### src/hdl/dth_pkg.sv
`timescale 1ns / 1ps

package dth_pkg;

  localparam int HeapDepthDef = 64;
  localparam int IdCountDef   = 64;
  localparam int TimeBitsDef  = 48;

  localparam int OP_W    = 2;
  localparam int ST_W    = 2;
  localparam int ID_W    = 6;
  localparam int DL_W    = 48;
  localparam int GEN_W   = 16;
  localparam int TAG_W   = 8;
  localparam int SEQ_W   = 32;
  localparam int ALLOW_W = 16;
  localparam int MAX_RESULTS = 64;
  localparam int NF_W    = $clog2(MAX_RESULTS + 1);

  localparam logic [ALLOW_W-1:0] EARLY_RESET = 16'd10;

  localparam logic [OP_W-1:0] OP_ADD    = 2'd0;
  localparam logic [OP_W-1:0] OP_CANCEL = 2'd1;
  localparam logic [OP_W-1:0] OP_TICK   = 2'd2;

  localparam logic [ST_W-1:0] ST_OK       = 2'd0;
  localparam logic [ST_W-1:0] ST_NONE     = 2'd1;
  localparam logic [ST_W-1:0] ST_FULL     = 2'd2;
  localparam logic [ST_W-1:0] ST_NOTFOUND = 2'd3;

  typedef struct packed {
    logic [ID_W-1:0]  id;
    logic [DL_W-1:0]  dl;
    logic [GEN_W-1:0] gen;
    logic [TAG_W-1:0] tag;
    logic [SEQ_W-1:0] seq;
  } entry_t;

  typedef enum logic [1:0] {
    OUT_STATUS    = 2'd0,
    OUT_FIRE      = 2'd1,
    OUT_FIRE_LAST = 2'd2
  } out_kind_t;

  typedef struct packed {
    logic      take;
    logic      cancel_mark;
    logic      tag_rd_in;
    logic      add_init;
    logic      add_step;
    logic      add_put;
    logic      top_rd;
    logic      top_cap;
    logic      top_retire;
    logic      pop;
    logic      pop_last;
    logic      sd_rd;
    logic      sd_step;
    logic      sd_put;
    logic      fire_take;
    logic      tick_clear;
    logic      out_load;
    out_kind_t out_kind;
    logic [ST_W-1:0] out_status;
  } cmd_t;

  typedef struct packed {
    logic [OP_W-1:0] op;
    logic full;
    logic pend_id;
    logic empty;
    logic add_root;
    logic up_move;
    logic up_top;
    logic top_cancel;
    logic top_due;
    logic pop_empty;
    logic sd_leaf;
    logic sd_move;
    logic have_fire;
  } stat_t;

  // a before b: earlier deadline, then earlier insertion by wrapped sequence
  function automatic logic earlier(entry_t a, entry_t b);
    logic [SEQ_W-1:0] d;
    d = a.seq - b.seq;
    if (a.dl != b.dl) return a.dl < b.dl;
    return d[SEQ_W-1];
  endfunction

endpackage

### src/hdl/dth_ctrl.sv
`timescale 1ns / 1ps

module dth_ctrl import dth_pkg::*; (
  input  logic  clk,
  input  logic  rst_n,
  input  logic  in_tvalid,
  output logic  in_tready,
  input  logic  out_free,
  input  stat_t stat,
  output cmd_t  cmd
);

  typedef enum logic [15:0] {
    S_IDLE     = 16'h0001,
    S_DISPATCH = 16'h0002,
    S_ADD_INIT = 16'h0004,
    S_ADD_CMP  = 16'h0008,
    S_ADD_PUT  = 16'h0010,
    S_RESP     = 16'h0020,
    S_TOP_RD   = 16'h0040,
    S_TOP_TAG  = 16'h0080,
    S_TOP_CHK  = 16'h0100,
    S_FIRE     = 16'h0200,
    S_POP      = 16'h0400,
    S_POP_LAST = 16'h0800,
    S_SD_RD    = 16'h1000,
    S_SD_CMP   = 16'h2000,
    S_SD_PUT   = 16'h4000,
    S_TICK_END = 16'h8000
  } state_t;

  state_t          state_r, state_nxt;
  logic [ST_W-1:0] resp_r, resp_nxt;

  assign in_tready = (state_r == S_IDLE);

  always_ff @(posedge clk) begin
    if (!rst_n) begin
      state_r <= S_IDLE;
      resp_r  <= ST_OK;
    end else begin
      state_r <= state_nxt;
      resp_r  <= resp_nxt;
    end
  end

  always_comb begin
    state_nxt = state_r;
    resp_nxt  = resp_r;
    cmd       = '0;
    cmd.out_kind   = OUT_STATUS;
    cmd.out_status = resp_r;
    case (state_r)
      S_IDLE: begin
        if (in_tvalid) begin
          cmd.take  = 1'b1;
          state_nxt = S_DISPATCH;
        end
      end
      S_DISPATCH: begin
        case (stat.op)
          OP_ADD: begin
            if (stat.full) begin
              resp_nxt  = ST_FULL;
              state_nxt = S_RESP;
            end else begin
              cmd.tag_rd_in = 1'b1;
              state_nxt     = S_ADD_INIT;
            end
          end
          OP_CANCEL: begin
            cmd.cancel_mark = 1'b1;
            resp_nxt        = stat.pend_id ? ST_OK : ST_NOTFOUND;
            state_nxt       = S_RESP;
          end
          OP_TICK: state_nxt = S_TOP_RD;
          default: state_nxt = S_IDLE;
        endcase
      end
      S_ADD_INIT: begin
        cmd.add_init = 1'b1;
        state_nxt    = stat.add_root ? S_ADD_PUT : S_ADD_CMP;
      end
      S_ADD_CMP: begin
        cmd.add_step = 1'b1;
        state_nxt    = (stat.up_move && !stat.up_top) ? S_ADD_CMP : S_ADD_PUT;
      end
      S_ADD_PUT: begin
        cmd.add_put = 1'b1;
        resp_nxt    = ST_OK;
        state_nxt   = S_RESP;
      end
      S_RESP: begin
        if (out_free) begin
          cmd.out_load = 1'b1;
          state_nxt    = S_IDLE;
        end
      end
      S_TOP_RD: begin
        if (stat.empty) begin
          state_nxt = S_TICK_END;
        end else begin
          cmd.top_rd = 1'b1;
          state_nxt  = S_TOP_TAG;
        end
      end
      S_TOP_TAG: begin
        cmd.top_cap = 1'b1;
        state_nxt   = S_TOP_CHK;
      end
      S_TOP_CHK: begin
        if (stat.top_cancel) begin
          cmd.top_retire = 1'b1;
          state_nxt      = S_POP;
        end else if (stat.top_due) begin
          cmd.top_retire = 1'b1;
          state_nxt      = S_FIRE;
        end else begin
          state_nxt = S_TICK_END;
        end
      end
      S_FIRE: begin
        // hold the previous firing until now: it is known not to be the last
        if (out_free || !stat.have_fire) begin
          cmd.out_load  = stat.have_fire;
          cmd.out_kind  = OUT_FIRE;
          cmd.fire_take = 1'b1;
          state_nxt     = S_POP;
        end
      end
      S_POP: begin
        cmd.pop   = 1'b1;
        state_nxt = stat.pop_empty ? S_TOP_RD : S_POP_LAST;
      end
      S_POP_LAST: begin
        cmd.pop_last = 1'b1;
        state_nxt    = S_SD_RD;
      end
      S_SD_RD: begin
        cmd.sd_rd = 1'b1;
        state_nxt = stat.sd_leaf ? S_SD_PUT : S_SD_CMP;
      end
      S_SD_CMP: begin
        cmd.sd_step = 1'b1;
        state_nxt   = stat.sd_move ? S_SD_RD : S_SD_PUT;
      end
      S_SD_PUT: begin
        cmd.sd_put = 1'b1;
        state_nxt  = S_TOP_RD;
      end
      S_TICK_END: begin
        if (out_free) begin
          cmd.out_load   = 1'b1;
          cmd.out_kind   = stat.have_fire ? OUT_FIRE_LAST : OUT_STATUS;
          cmd.out_status = ST_NONE;
          cmd.tick_clear = 1'b1;
          state_nxt      = S_IDLE;
        end
      end
      default: state_nxt = S_IDLE;
    endcase
  end

endmodule

### config.mk
export PLATFORM = sky130hd
export DESIGN_NAME = dth_ctrl
export DESIGN_NICKNAME = d
export VERILOG_FILES = /design/src/hdl/dth_pkg.sv /design/src/hdl/dth_ctrl.sv
export SDC_FILE = /design/constraint.sdc
export NUM_CORES = 1
export LEC_CHECK = 0
export BUFFER_PORTS_ARGS = -buffer_cell sky130_fd_sc_hd__buf_4
export CAP_MARGIN = 20
export CORE_ASPECT_RATIO = 0.7
export CORE_MARGIN = 1
export CORE_UTILIZATION = 46
export DETAILED_ROUTE_END_ITERATION = 10
export PLACE_DENSITY = 0.76
export SYNTH_ARGS = -nofsm -noshare
export SYNTH_HDL_FRONTEND = slang
export SYNTH_SLANG_ARGS = --single-unit
### constraint.sdc
create_clock -name clk -period 1.95 [get_ports clk]
set_input_delay 0.2925 -clock clk [delete_from_list [all_inputs] [get_ports clk]]
set_output_delay 0.2925 -clock clk [all_outputs]
set_load 0.02 [all_outputs]
==> impl_results.md, run 1 <==
* Mapped Nets at 177
* CTS H-tree lvls at 1
* GPL Wtd Cong at 0.967
* Largest net degree at the start of global routing at 11
* Failed at: global routing
* CTS root buf: clkbuf_8
* Primary FF master, synth: dfxtp_1
* Top Ports at 40
* Seq cells post-synth at 18
* Cts bufs inserted at 3
* Die Height at 46.6 um
* Sink Count at 18
* Post-DP HPWL at 3.57 mm
* Status: stopped before the end
* Die W at 65.7 um
* Synth Area per Inst at 8.22 sq um
* Yosys warns at 0
* Max clock buf depth at 2
* Post-synthesis cell count at 159
* Sequential-to-total area share from yosys stat at 0.276
* Input/output buffers at 39
* Cell Rows at 15
* Error msg: [ERROR DPL-0038] Utilization greater than 100%, impossible to legalize
* Mapped Area at 1310 sq um
* Asr flop ratio synth at 0
* CTS Hold Bufs at 0
* Initial core utilization at 0.509
* Kind of the worst endpoint: primary output
* Synth unique cells at 50
* Placed cell count at 261
* Grt repair worst endpoint: cmd[3]
* Post-synth EDFFs at 0
[synthesized netlist by cell type (all sizes together), types with 3 or more instances]
master / n / area (sq um)
nor2: 21 / 86.3
dfxtp: 18 / 360
nor3: 13 / 81.3
inv: 10 / 37.5
nor4: 10 / 120
nand2: 9 / 36.3
a21oi: 8 / 40.0
buf: 6 / 42.5
nand2b: 5 / 31.3
and4b: 4 / 40.0
nand4: 4 / 37.5
or4: 4 / 37.5
xnor2: 4 / 35.0
a31oi: 3 / 18.8
and2: 3 / 18.8
nor2b: 3 / 18.8
[cells by family after synthesis]
family / Yosys count / share of synthesized area
muxes: 2 / 0.0153
xor gates and xnor gates: 5 / 0.0335
DFF: 18 / 0.276
and+or+nand+nor: 90 / 0.466
AOI/OAI and AO/OA: 26 / 0.143
buffers and inverters: 18 / 0.0670
[repair_timing]
action                                 4_1_cts
resized for setup                           41
setup endpoints to repair                   28
pin swaps                                   20
cloned                                       0
endpoints found under the hold margin        0
buffers inserted                            11
[stage by stage]
step	area (sq um)	worst slack (ps)	hold WS, ps
2_1_floorplan	1360	-144	371
3_3_place_gp	1910	-93.7	469
3_5_place_dp	1910	-110	479
4_1_cts	2250	-369	223
==> inputs of run 2 (changes only) <==
CORE_AREA = 2 2 63 65   (was default)
CORE_ASPECT_RATIO = default   (was 0.7)
CORE_MARGIN = default   (was 1)
CORE_UTILIZATION = default   (was 46)
DIE_AREA = 0 0 65 67   (was default)
PLACE_DENSITY = default   (was 0.76)
PLACE_DENSITY_LB_ADDON = 0.15   (was default)
clock period = 2.5 ns   (was 1.95 ns; I/O delays follow)
==> run 2 against run 1 <==
The flow now finishes without violations. Area after synthesis did not move. Synthesized cell count did not move.
==> impl_results.md, run 2 <==
* Status: finished, final reports clean
* First-pass iteration count of the detailed router at 4
* CTS root buf: clkbuf_8
* Worst path slowest cell: or4_4
* Synth top area share at 0.276
* WL/cell at 15.0 um
* CTS H-tree lvls at 1
* Hold Vio Cnt, Final at 0
* RSZ-0062 raised after global routing: yes
* Post-DP HPWL at 3.06 mm
* Worst setup EP type: output port
* Met2 usage at 0.308
* N_diodes at 0
* Clk_lat worst skew at 260 ps
* Crit Reg-Reg Startpoint: state_r[9]
* Worst setup path class: reg2out
* Primary FF master, synth: dfxtp_1
* Die area at 4360 sq um
* Worst path cell trace: or4_4, nor2_4, nand2_4, nor4_4, and2_1, buf_4
* Total power draw at 796 uW
* Top Ports at 40
* P_leak at 0.000757 uW
* Initial antenna violation count at 0
* Input/output buffers at 39
* Final Max Slew Viols at 0
* VDD IR-drop max at 0.145 mV
* Mapped Area at 1310 sq um
* Most frequent cells in the layout: 49 x buf_4, 20 x nor2_1, 15 x dfxtp_1
* Sink Count at 18
* Met1 track demand over resource at 0.242
* Post-synth top area cell: dfxtp_1
* Setup TNS at 0 ps
* Detail Route Antenna Nets at 0
* Post-synth EDFFs at 0
* Fin crit share at 0.977
* Crit path time final at 2440 ps
* Max reg flops at 16
* Reg clk slew, reported paths at 70 ps
* Worst-Margin Slew at 446 ps
* Layout area overhead at 37.1%
* Commonest cells in the netlist: 20 x nor2_1, 18 x dfxtp_1, 11 x nor3_1, 10 x inv_1
* GPL Wtd Cong at 0.905
* Die Height at 67 um
* Max Clk Rate at 409 MHz
* Sequential-to-total area share from yosys stat at 0.276
* WP data required at 2120 ps
* Max stage delay on crit path at 560 ps
* Placed cell count at 246
* TritonCTS clock tree: yes
* Synth unique cells at 50
* Most common cell after layout, fill and taps aside: buf_4
* Total track usage at 0.186
* Max clock buf depth at 2
* Post-layout instance area at 1790 sq um
* Most common cell in the netlist: nor2_1
* Post-route DRC at 0
* Share of layout cells above drive strength 1 at 0.377
* First-pass GRT wire length at 6.13 mm
* Filler Cells Inserted at 361
* Nets@finish at 223
* Synth Area per Inst at 8.22 sq um
* Post-synthesis cell count at 159
* Vias in the first global route at 1,277
* Dpl cell area at 1680 sq um
* Mapped Nets at 177
* Asr flop ratio synth at 0
* Total grt overflow at 0
* Via-per-instance ratio at 5.34
* CP arrival at 2070 ps
* Yosys warns at 0
* Slew margin rel. at 0.700
* Initial core utilization at 0.363
* Largest net degree at the start of global routing at 11
* Via count at 1,346
* Hold Path Class: in2reg
* Most flop-heavy register: state_r
* DR iter-0 viols at 59
* Cell Pwr Density at 444 nW/um^2
* Cts bufs inserted at 3
* Top post-synthesis cells by area: dfxtp_1 28%, nor2_1 5.7%, nor4_4 4.9%
* Layer with the highest usage: met2
* Met3 Usage GRT at 0.0321
* Core area at 3610 sq um
* Final non-filler cell total at 252
* CP Launch Type: register
* Number of max-cap violations at 0
* CTS Hold Bufs at 0
* Cell Rows at 22
* Crit path from: state_r[9]
* Hold Crit Start: stat[9]
* Die W at 65 um
* # setup viols final at 0
* Clk_skew at 2.50 ps
* Final hold slack at 295 ps
* WL final at 3.78 mm
* Seq cells post-synth at 18
* Worst-path maximum fanout at 7
* Largest regs: state_r x16, resp_r x2
-- run 2: cell counts after synthesis --
No cell type changed its count.
-- run 2: report_power, final --
part,switching [uW],total [uW],internal [uW]
clock network,105,245,140
logic,140,243,103
registers,13.0,308,295
total,258,796,538
-- run 2: worst paths after layout --
kind,depth (start not counted),end,slack [ps]
worst max-delay path,6,cmd[3],60
worst min-delay path,2,state_r[7],290
worst max register to register,7,state_r[0],390
worst min register to register,2,resp_r[1],500
-- run 2: area by class of cell --
cell class                 instances  area (sq um)  share of cell area
inverter                          10          37.5              0.0209
tap                               48          60.1              0.0335
clock buffer                       4          55.1              0.0307
timing repair buffer              49           368               0.205
multi-input combinational        123           908               0.507
sequential                        18           364               0.203
-- run 2: cell families after synthesis --
| family | Yosys count | share of synthesized area |
|---|---|---|
| compound gates | 26 | 0.143 |
| flops | 18 | 0.276 |
| mux | 2 | 0.0153 |
| xor+xnor | 5 | 0.0335 |
| buf+inv | 18 | 0.0670 |
| simple gates | 90 | 0.466 |
-- run 2: metrics by stage --
step | worst slack, ps | util
6_report | 57.3 | 0.497
5_1_grt | -31.8 | 0.497
4_1_cts | 10.0 | 0.484
3_5_place_dp | 125 | 0.466
3_3_place_gp | 166 | 0.466
2_1_floorplan | 134 | -
-- run 2: critical path: cells and delay by family (launching register included) --
family,cells,cell delay (ps)
simple gates,5,1310
flops,1,360
buf+inv,1,140
-- run 2: routing by layer --
| metal | share of wire | up-vias |
|---|---|---|
| li1 | - | 676 |
| met1 | 0.43 | 638 |
| met2 | 0.51 | 28 |
| met3 | 0.044 | 4 |
| met4 | 0.0077 | 0 |
| met5 | 0 | - |
-- run 2: what timing repair did --
action | in CTS | in global routing
setup endpoints to repair | 5 | 9
gates resized for setup | 1 | 9
buffers inserted | 1 | 1
pin swaps | 2 | 4
(Power assumes the default switching activity.)
